$ cat src/hw/rtl/smx_pkg.sv
package smx_pkg;

    // Default sizes of the stack
    localparam int STACK_DEPTH_DEF = 64;
    localparam int DATA_WIDTH_DEF  = 32;

    // Fixed field widths of the ports
    localparam int FUNC_W   = 3;
    localparam int STATUS_W = 3;
    localparam int VALUE_W  = 32;

    // Opcodes
    typedef enum logic [FUNC_W-1:0] {
        OP_PUSH    = 3'd0,
        OP_ADD     = 3'd1,
        OP_SUB     = 3'd2,
        OP_MUL     = 3'd3,
        OP_DIV     = 3'd4,
        OP_OUT     = 3'd5,
        OP_HLT     = 3'd6,
        OP_INVALID = 3'd7
    } t_op;

    // Result status codes
    typedef enum logic [STATUS_W-1:0] {
        ST_OK      = 3'd0,
        ST_OUTPUT  = 3'd1,
        ST_HALTED  = 3'd2,
        ST_BADOP   = 3'd3,
        ST_UNDER   = 3'd4,
        ST_OVER    = 3'd5,
        ST_DIVZERO = 3'd6,
        ST_IGNORED = 3'd7
    } t_status;

    // Sequencer states
    typedef enum logic [1:0] {
        S_IDLE,
        S_EXEC,
        S_CALC,
        S_WB
    } t_state;

    // Request to the iterative multiply / divide unit
    typedef struct packed {
        logic start;
        logic is_div;
    } t_md_req;

endpackage

$ cat src/hw/rtl/smx_stack_ram.sv
module smx_stack_ram #(
    parameter int DEPTH = smx_pkg::STACK_DEPTH_DEF,
    parameter int WIDTH = smx_pkg::DATA_WIDTH_DEF,
    localparam int AW   = (DEPTH > 1) ? $clog2(DEPTH) : 1
) (
    input  logic             i_clk,
    input  logic             i_wr_en,
    input  logic [AW-1:0]    i_wr_addr,
    input  logic [WIDTH-1:0] i_wr_data,
    input  logic             i_rd_en,
    input  logic [AW-1:0]    i_rd_addr0,
    input  logic [AW-1:0]    i_rd_addr1,
    output logic [WIDTH-1:0] o_rd_data0,
    output logic [WIDTH-1:0] o_rd_data1
);

    logic [WIDTH-1:0] r_mem [DEPTH];

    // One write port
    always_ff @(posedge i_clk) begin
        if (i_wr_en) begin
            r_mem[i_wr_addr] <= i_wr_data;
        end
    end

    // Two registered read ports
    always_ff @(posedge i_clk) begin
        if (i_rd_en) begin
            o_rd_data0 <= r_mem[i_rd_addr0];
            o_rd_data1 <= r_mem[i_rd_addr1];
        end
    end

endmodule

$ cat src/hw/rtl/smx_muldiv.sv
module smx_muldiv #(
    parameter int DATA_WIDTH = smx_pkg::DATA_WIDTH_DEF
) (
    input  logic                  i_clk,
    input  logic                  i_rst_n,
    input  smx_pkg::t_md_req      i_req,
    input  logic [DATA_WIDTH-1:0] i_lhs,
    input  logic [DATA_WIDTH-1:0] i_rhs,
    output logic                  o_done,
    output logic [DATA_WIDTH-1:0] o_result
);

    localparam int CW = $clog2(DATA_WIDTH + 1);

    logic                  r_busy;
    logic                  r_div;
    logic                  r_neg;
    logic [CW-1:0]         r_cnt;
    logic [DATA_WIDTH-1:0] r_a;    // multiplicand, or dividend shifting into quotient
    logic [DATA_WIDTH-1:0] r_b;    // multiplier bits, or divisor magnitude
    logic [DATA_WIDTH-1:0] r_acc;  // product, or partial remainder

    logic [DATA_WIDTH:0]   w_trial;
    logic [DATA_WIDTH:0]   w_diff;
    logic                  w_fit;

    function automatic logic [DATA_WIDTH-1:0] mag(input logic [DATA_WIDTH-1:0] v);
        mag = v[DATA_WIDTH-1] ? (~v + 1'b1) : v;
    endfunction

    // Restoring division step: shift in next dividend bit, try subtract
    assign w_trial = {r_acc, r_a[DATA_WIDTH-1]};
    assign w_diff  = w_trial - {1'b0, r_b};
    assign w_fit   = (w_trial >= {1'b0, r_b});

    // Control: counter and busy flag
    always_ff @(posedge i_clk) begin
        if (!i_rst_n) begin
            r_busy <= 1'b0;
            o_done <= 1'b0;
            r_cnt  <= '0;
        end else begin
            o_done <= 1'b0;
            if (i_req.start) begin
                r_busy <= 1'b1;
                r_cnt  <= CW'(DATA_WIDTH);
            end else if (r_busy) begin
                r_cnt <= r_cnt - 1'b1;
                if (r_cnt == CW'(1)) begin
                    r_busy <= 1'b0;
                    o_done <= 1'b1;
                end
            end
        end
    end

    // Datapath: one bit per cycle
    always_ff @(posedge i_clk) begin
        if (i_req.start) begin
            r_div <= i_req.is_div;
            r_neg <= i_lhs[DATA_WIDTH-1] ^ i_rhs[DATA_WIDTH-1];
            r_acc <= '0;
            if (i_req.is_div) begin
                r_a <= mag(i_lhs);
                r_b <= mag(i_rhs);
            end else begin
                r_a <= i_lhs;
                r_b <= i_rhs;
            end
        end else if (r_busy) begin
            if (r_div) begin
                r_acc <= w_fit ? w_diff[DATA_WIDTH-1:0] : w_trial[DATA_WIDTH-1:0];
                r_a   <= {r_a[DATA_WIDTH-2:0], w_fit};
            end else begin
                if (r_b[0]) begin
                    r_acc <= r_acc + r_a;
                end
                r_a <= r_a << 1;
                r_b <= r_b >> 1;
            end
        end
    end

    // Quotient sign fix-up; product is taken as is
    assign o_result = r_div ? (r_neg ? (~r_a + 1'b1) : r_a) : r_acc;

endmodule

$ cat src/hw/rtl/stack_machine_executor_top.sv
// Stack-machine executor: each input beat carries one instruction (push, add,
// sub, mul, div, out, hlt) and yields exactly one result beat with a status
// and a value. The stack lives in a RAM with two registered read ports: an
// instruction is taken in S_IDLE while the two top entries are read, and is
// executed and written back in S_EXEC once the output register is free. mul
// and div run through a shared bit-serial unit (shift-add, restoring
// division), one bit per cycle, and write back in S_WB. A result waiting in
// the output register does not hold off the next instruction; a second
// result does wait for it to be taken. After hlt or a bad opcode every beat
// returns "ignored" until reset. Stack contents need no clearing after
// reset: only entries below the stack pointer are used.
module stack_machine_executor_top #(
    parameter int STACK_DEPTH = smx_pkg::STACK_DEPTH_DEF,
    parameter int DATA_WIDTH  = smx_pkg::DATA_WIDTH_DEF
) (
    input  logic                                i_clk,
    input  logic                                i_rst_n,
    input  logic                                i_valid,
    output logic                                o_stall,
    input  logic [smx_pkg::FUNC_W-1:0]          i_func,
    input  logic signed [smx_pkg::VALUE_W-1:0]  i_immediate,
    output logic                                o_valid,
    input  logic                                i_stall,
    output logic [smx_pkg::STATUS_W-1:0]        o_status,
    output logic signed [smx_pkg::VALUE_W-1:0]  o_value
);

    localparam int AW  = (STACK_DEPTH > 1) ? $clog2(STACK_DEPTH) : 1;
    localparam int SPW = $clog2(STACK_DEPTH + 1);

    smx_pkg::t_state r_state, n_state;

    logic [SPW-1:0]        r_sp, n_sp;
    logic                  r_halted, n_halted;
    logic [smx_pkg::FUNC_W-1:0] r_func;
    logic [DATA_WIDTH-1:0] r_imm;

    logic                  r_out_valid;
    smx_pkg::t_status      r_status, n_status;
    logic [smx_pkg::VALUE_W-1:0] r_value, n_value;
    logic                  w_out_load;
    logic                  w_out_free;

    logic                  w_wr_en;
    logic [AW-1:0]         w_wr_addr;
    logic [DATA_WIDTH-1:0] w_wr_data;
    logic [DATA_WIDTH-1:0] w_top;
    logic [DATA_WIDTH-1:0] w_second;
    logic [SPW-1:0]        w_sp_m1;
    logic [SPW-1:0]        w_sp_m2;
    logic                  w_accept;

    smx_pkg::t_md_req      w_md_req;
    logic                  w_md_done;
    logic [DATA_WIDTH-1:0] w_md_result;
    logic                  w_use_md;
    logic                  w_have2;
    logic                  w_have1;
    logic                  w_full;
    logic signed [63:0]    w_imm_ext;
    logic signed [63:0]    w_top_ext;

    assign w_accept   = i_valid && !o_stall;
    assign w_out_free = !r_out_valid || !i_stall;
    assign w_sp_m1    = r_sp - 1'b1;
    assign w_sp_m2    = r_sp - SPW'(2);
    assign w_have2    = (r_sp >= SPW'(2));
    assign w_have1    = (r_sp != '0);
    assign w_full     = (r_sp >= SPW'(STACK_DEPTH));
    assign w_imm_ext  = 64'(i_immediate);
    assign w_top_ext  = 64'(signed'(w_top));

    // mul or div with valid operands goes to the bit-serial unit
    assign w_use_md = !r_halted && w_have2 &&
                      ((smx_pkg::t_op'(r_func) == smx_pkg::OP_MUL) ||
                       ((smx_pkg::t_op'(r_func) == smx_pkg::OP_DIV) && (w_top != '0)));

    // Stack storage: top two entries read while an instruction is taken
    smx_stack_ram #(
        .DEPTH (STACK_DEPTH),
        .WIDTH (DATA_WIDTH)
    ) u_ram (
        .i_clk      (i_clk),
        .i_wr_en    (w_wr_en),
        .i_wr_addr  (w_wr_addr),
        .i_wr_data  (w_wr_data),
        .i_rd_en    (r_state == smx_pkg::S_IDLE),
        .i_rd_addr0 (w_sp_m1[AW-1:0]),
        .i_rd_addr1 (w_sp_m2[AW-1:0]),
        .o_rd_data0 (w_top),
        .o_rd_data1 (w_second)
    );

    smx_muldiv #(
        .DATA_WIDTH (DATA_WIDTH)
    ) u_muldiv (
        .i_clk    (i_clk),
        .i_rst_n  (i_rst_n),
        .i_req    (w_md_req),
        .i_lhs    (w_second),
        .i_rhs    (w_top),
        .o_done   (w_md_done),
        .o_result (w_md_result)
    );

    // Next state
    always_comb begin
        n_state = r_state;
        unique case (r_state)
            smx_pkg::S_IDLE: begin
                if (w_accept) begin
                    n_state = smx_pkg::S_EXEC;
                end
            end
            smx_pkg::S_EXEC: begin
                if (w_use_md) begin
                    n_state = smx_pkg::S_CALC;
                end else if (w_out_free) begin
                    n_state = smx_pkg::S_IDLE;
                end
            end
            smx_pkg::S_CALC: begin
                if (w_md_done) begin
                    n_state = smx_pkg::S_WB;
                end
            end
            smx_pkg::S_WB: begin
                if (w_out_free) begin
                    n_state = smx_pkg::S_IDLE;
                end
            end
            default: n_state = smx_pkg::S_IDLE;
        endcase
    end

    // Execute: stack update, write-back and result
    always_comb begin
        n_sp       = r_sp;
        n_halted   = r_halted;
        n_status   = smx_pkg::ST_OK;
        n_value    = '0;
        w_out_load = 1'b0;
        w_wr_en    = 1'b0;
        w_wr_addr  = r_sp[AW-1:0];
        w_wr_data  = r_imm;
        w_md_req   = '0;
        unique case (r_state)
            smx_pkg::S_EXEC: begin
                if (w_use_md) begin
                    w_md_req.start  = 1'b1;
                    w_md_req.is_div = (smx_pkg::t_op'(r_func) == smx_pkg::OP_DIV);
                end else if (w_out_free) begin
                    w_out_load = 1'b1;
                    if (r_halted) begin
                        n_status = smx_pkg::ST_IGNORED;
                    end else begin
                        unique case (smx_pkg::t_op'(r_func))
                            smx_pkg::OP_PUSH: begin
                                if (w_full) begin
                                    n_status = smx_pkg::ST_OVER;
                                end else begin
                                    w_wr_en = 1'b1;
                                    n_sp    = r_sp + 1'b1;
                                end
                            end
                            smx_pkg::OP_ADD, smx_pkg::OP_SUB: begin
                                if (!w_have2) begin
                                    n_status = smx_pkg::ST_UNDER;
                                end else begin
                                    w_wr_en   = 1'b1;
                                    w_wr_addr = w_sp_m2[AW-1:0];
                                    w_wr_data = (smx_pkg::t_op'(r_func) == smx_pkg::OP_ADD) ?
                                                (w_second + w_top) : (w_second - w_top);
                                    n_sp      = w_sp_m1;
                                end
                            end
                            smx_pkg::OP_MUL, smx_pkg::OP_DIV: begin
                                // only failures reach here; good operands go to the unit
                                n_status = w_have2 ? smx_pkg::ST_DIVZERO : smx_pkg::ST_UNDER;
                            end
                            smx_pkg::OP_OUT: begin
                                if (!w_have1) begin
                                    n_status = smx_pkg::ST_UNDER;
                                end else begin
                                    n_sp     = w_sp_m1;
                                    n_status = smx_pkg::ST_OUTPUT;
                                    n_value  = w_top_ext[smx_pkg::VALUE_W-1:0];
                                end
                            end
                            smx_pkg::OP_HLT: begin
                                n_halted = 1'b1;
                                n_status = smx_pkg::ST_HALTED;
                            end
                            smx_pkg::OP_INVALID: begin
                                n_halted = 1'b1;
                                n_status = smx_pkg::ST_BADOP;
                            end
                            default: n_status = smx_pkg::ST_BADOP;
                        endcase
                    end
                end
            end
            smx_pkg::S_WB: begin
                if (w_out_free) begin
                    w_out_load = 1'b1;
                    w_wr_en    = 1'b1;
                    w_wr_addr  = w_sp_m2[AW-1:0];
                    w_wr_data  = w_md_result;
                    n_sp       = w_sp_m1;
                end
            end
            smx_pkg::S_IDLE, smx_pkg::S_CALC: begin
            end
            default: begin
            end
        endcase
    end

    // Control registers
    always_ff @(posedge i_clk) begin
        if (!i_rst_n) begin
            r_state  <= smx_pkg::S_IDLE;
            r_sp     <= '0;
            r_halted <= 1'b0;
        end else begin
            r_state  <= n_state;
            r_sp     <= n_sp;
            r_halted <= n_halted;
        end
    end

    // Instruction capture
    always_ff @(posedge i_clk) begin
        if (w_accept) begin
            r_func <= i_func;
            r_imm  <= w_imm_ext[DATA_WIDTH-1:0];
        end
    end

    // Output register
    always_ff @(posedge i_clk) begin
        if (!i_rst_n) begin
            r_out_valid <= 1'b0;
        end else if (w_out_load) begin
            r_out_valid <= 1'b1;
        end else if (!i_stall) begin
            r_out_valid <= 1'b0;
        end
    end

    always_ff @(posedge i_clk) begin
        if (w_out_load) begin
            r_status <= n_status;
            r_value  <= n_value;
        end
    end

    assign o_stall  = (r_state != smx_pkg::S_IDLE);
    assign o_valid  = r_out_valid;
    assign o_status = r_status;
    assign o_value  = r_value;

endmodule

$ cat config.mk
export PLATFORM = sky130hd
export DESIGN_NAME = stack_machine_executor_top
export DESIGN_NICKNAME = d
export VERILOG_FILES = /design/src/hw/rtl/smx_pkg.sv /design/src/hw/rtl/smx_stack_ram.sv /design/src/hw/rtl/smx_muldiv.sv /design/src/hw/rtl/stack_machine_executor_top.sv
export SDC_FILE = /design/constraint.sdc
export NUM_CORES = 2
export LEC_CHECK = 0
export BUFFER_PORTS_ARGS = -buffer_cell sky130_fd_sc_hd__buf_2
export CELL_PAD_IN_SITES_DETAIL_PLACEMENT = 1
export CELL_PAD_IN_SITES_GLOBAL_PLACEMENT = 2
export CORE_MARGIN = 10
export CORE_UTILIZATION = 25
export DETAILED_ROUTE_END_ITERATION = 8
export PLACE_DENSITY = 0.46
export RECOVER_POWER = 25
export SYNTH_ARGS = -nofsm -noshare
export SYNTH_HDL_FRONTEND = slang
export SYNTH_HIERARCHICAL = 1
export SYNTH_SLANG_ARGS = --single-unit
$ cat constraint.sdc
create_clock -name i_clk -period 16.51 [get_ports i_clk]
set_clock_uncertainty 0.1 [all_clocks]
set_input_delay 1.651 -clock i_clk [delete_from_list [all_inputs] [get_ports i_clk]]
set_output_delay 1.651 -clock i_clk [all_outputs]
set_load 0.01 [all_outputs]
==> reports/summary.md <==
For the post-synthesis net count, the log shows 6638. The tools report the post-synthesis cell area as 113000 µm². The via count normalized by instance count is 5.28, and the number of buffers added for setup after CTS is 0. After layout, the worst path uses 71.3% of the clock period.

Worst hold-check path type: register to register. The kind of cell adding the most delay to the critical path is buffers and inverters. Proportion of layout cells with a drive suffix above 1: 28.6%.

For this run, the leading register cell type out of synthesis is sky130_fd_sc_hd__edfxtp_1. Yosys instantiated no cell more often than sky130_fd_sc_hd__edfxtp_1. The logs give 310 mm for the half-perimeter wire length after placement and 6 for the first-pass detailed-route iteration total. In this run the clock root is driven by a sky130_fd_sc_hd__clkbuf_16. For the via count, the log shows 68000.

Entering global routing, the biggest net connects 103 pins. Global-route wire length before repair: 633 mm. The number of storage elements in the synthesis netlist was 2299.

The count of cells resized by post-cts repair is 0. The run gives 911 as the final-report max-slew violation count. Hold repair after CTS inserted 0 buffers. The distinct cell type count of the synthesized netlist is 91.

In this design, the critical path's most frequently occurring cell is sky130_fd_sc_hd__buf_4. For the pin with the worst max-slew slack, the measured transition is 4.66 ns. The reported max-cap violation count is 24, and the maximum fanout encountered on the critical timing path is 55. The total overflow left after global routing is 0. The post-route antenna net violation count is 0, and the maximum VDD drop is 0.0000819 V.

Adding up every negative setup slack in the final design gives 0 ns. Counting flops with a built-in enable in the synthesized netlist gives 2248. Timing would allow up to 84.9 MHz.

STA classifies the critical path startpoint as a register. Of the synthesized area, sequential elements account for 60.5%. Pin placement for this block handled 76 I/O pins. Headroom to the max-slew limit came out at -211%. For this block, the initial DRC count from the detailed router was 6957. TritonCTS built the clock tree. For this design, the sink count on the clock tree is 2299. STA classifies the critical path endpoint as a register.

The residual DRC count was 0; the area inside the core boundary was 452000 µm². For this design the static power due to leakage is 42.2 nW. Setup repair after global routing left no endpoint under its margin. From synthesis to final layout, the design area changed by 15.8%.

The tools report the final-report hold violation count as 0. For the count of synthesis-stage warnings from yosys, the log shows 6. Placer's final routability congestion estimate: 0.799.

The run gives 6811 as the layout net count. Traced cell by cell, the critical path runs through clkinvlp_2 -> ha_1 -> xor2_4 -> clkbuf_1 -> buf_4 -> buf_4 -> and2_0 -> a21oi_1 -> o21ai_1 -> o22ai_1. Number of port buffers: 75. Share of synthesized flip-flops with an asynchronous set or reset: 0%. In this run the horizontal extent of the chip is 693 µm. The top cell type by area accounts for 59.6% of the synthesized area. The final reports fail on capacitance limit, slew limit. The worst setup path is of the register to register kind. After synthesis, the most frequently instantiated cells are 2248 x sky130_fd_sc_hd__edfxtp_1, 1124 x sky130_fd_sc_hd__mux4_2, 330 x sky130_fd_sc_hd__nor2_1. Among all stages on the critical path, the largest delay is contributed by sky130_fd_sc_hd__clkinvlp_2. The TritonCTS buffer count came out at 285. The smallest clock period supported by the final layout is computed as 11.78 ns.

In this run the number of H-tree levels came out at 5. The tools report the instance count of the mapped netlist as 6482. The total die area was 480000 µm²; the count of buffering cells on the critical path with inverters included was 4. The die extent in y was 693 µm; the largest buffer count on any clock path was 4.

The minimum hold slack is 0.403 ns, and the number of antenna violations at the first check in global routing is 61. For the worst setup path, the data arrival time is 12.23 ns. The aggregate global-route resource usage is 18.8%. Maximum cell stage delay along the critical path: 3.12 ns.

For this configuration, the core starts out at a cell density of 25.1%. The total of endpoints with negative setup slack in the final report is 0. For the post-layout total power, the log shows 20.4 mW. Wires add up to 467 mm. The flow ran to the end, but the final reports show violations. Clock latency on the worst-skew pair, taken at its later pin, is 0.95 ns. The power per cell area works out to 156 nW/µm².

The largest total area in the synthesized netlist belongs to sky130_fd_sc_hd__edfxtp_1. After synthesis, the cell types taking the most area are sky130_fd_sc_hd__edfxtp_1 60%, sky130_fd_sc_hd__mux4_2 22%, sky130_fd_sc_hd__mux2i_1 1.9%. The via count of the first global-routing pass was 70400.

The count of standard-cell rows was 247; the average detailed-routed wire length per instance was 36.2 µm. The average instance in the mapped netlist occupies 17.5 µm². Data on the critical path is required at its endpoint by 16.96 ns. The clock-pin transition on the worst setup and hold timing paths works out to 0.07 ns.
==> registers in the layout, summed over array words and instances, names as in the netlist <==
name and flops:
u_muldiv/r_acc 32, o_valid 1, u_muldiv/r_div 1, u_muldiv/r_busy 1, o_status 3, r_halted 1
r_state 2, u_ram/r_mem 2048, u_muldiv/r_a 32, r_sp 7, u_ram/o_rd_data1 32, u_muldiv/r_neg 1
u_ram/o_rd_data0 32, r_imm 32, u_muldiv/r_cnt 6, r_func 3, o_value 32, u_muldiv/r_b 32
u_muldiv/o_done 1
==> final cells by class <==
class,count,area [µm²]
well taps,5976,7480
clock inverters,144,1500
fillers,46500,321000
flip-flops and latches,2299,68500
repair buffers,334,2370
clock buffers,373,7680
multi-input cells,3652,43100
diodes,30,75.1
inverters,83,337
==> metrics by stage <==
stage	utilization (%)	instances	setup WS, ns	instance area [µm²]
after floorplan	-	6482	9.74	113000
after global placement	27.0	12300	9.15	122000
after detailed placement	27.0	12300	9.18	122000
after CTS	29.1	12900	9.30	131000
after global routing	29.0	12900	4.44	131000
final	29.0	12900	4.73	131000
==> worst min-delay path: stages (launching register included) <==
cell and delay (ns):
sky130_fd_sc_hd__dfxtp_1 0.32, sky130_fd_sc_hd__nor2_1 0.09, sky130_fd_sc_hd__a211oi_1 0.05
==> per-layer routing <==
layer  vias up  GRT usage, %  share of wire (%)
li1      27600             -                  -
met2      2103          30.6                 47
met3       418          2.41                5.2
met5         -             0              0.016
met4        10          3.42                1.8
met1     37900          27.2                 46
==> path summary, 6_finish.rpt <==
check,start,endpoint,slack (ns),depth (start not counted)
setup / recovery,r_sp[1],u_ram/o_rd_data1[23],4.73,10
hold / removal,u_muldiv/r_cnt[1],u_muldiv/r_cnt[1],0.40,2
setup reg to reg,r_sp[1],u_ram/o_rd_data1[23],4.73,10
hold reg to reg,u_muldiv/r_cnt[1],u_muldiv/r_cnt[1],0.40,2
==> logic make-up after synthesis <==
group / synth area share, %
adders and majority gates: 1.31
and+or+nand+nor: 3.88
DFF: 60.5
muxes: 24.6
xor gates and xnor gates: 1.73
buffers and inverters: 2.24
AOI/OAI and AO/OA: 5.69
==> cell usage in the layout (no fill, tap or decap), types with 53 or more instances in the layout <==
cell type                   Yosys  layout
sky130_fd_sc_hd__a21oi_1      306     300
sky130_fd_sc_hd__buf_4         68     227
sky130_fd_sc_hd__nor3_1        63      58
sky130_fd_sc_hd__o22ai_1       78      77
sky130_fd_sc_hd__nand2_1      269     268
sky130_fd_sc_hd__xnor2_1      103     100
sky130_fd_sc_hd__clkbuf_1     202     144
sky130_fd_sc_hd__mux2i_1      213     213
sky130_fd_sc_hd__nor2_1       330     267
sky130_fd_sc_hd__nor2_4         1      63
sky130_fd_sc_hd__ha_1         114     114
sky130_fd_sc_hd__edfxtp_1    2248    2248
sky130_fd_sc_hd__clkbuf_16      0     295
sky130_fd_sc_hd__xor2_1       121     117
sky130_fd_sc_hd__mux4_2      1124    1124
sky130_fd_sc_hd__clkinv_1       2      53
sky130_fd_sc_hd__o211ai_1      57      57
sky130_fd_sc_hd__a22oi_1      101     101
sky130_fd_sc_hd__o21ai_0      140     139
sky130_fd_sc_hd__inv_1         80      75
==> where the power goes <==
| group | internal, mW | switching [mW] | total (mW) |
|---|---|---|---|
| combinational | 2.31 | 4.53 | 6.84 |
| clock | 3.71 | 2.61 | 6.32 |
| sequential | 6.80 | 0.479 | 7.28 |
Note: power is estimated with default switching activity, not from simulation.
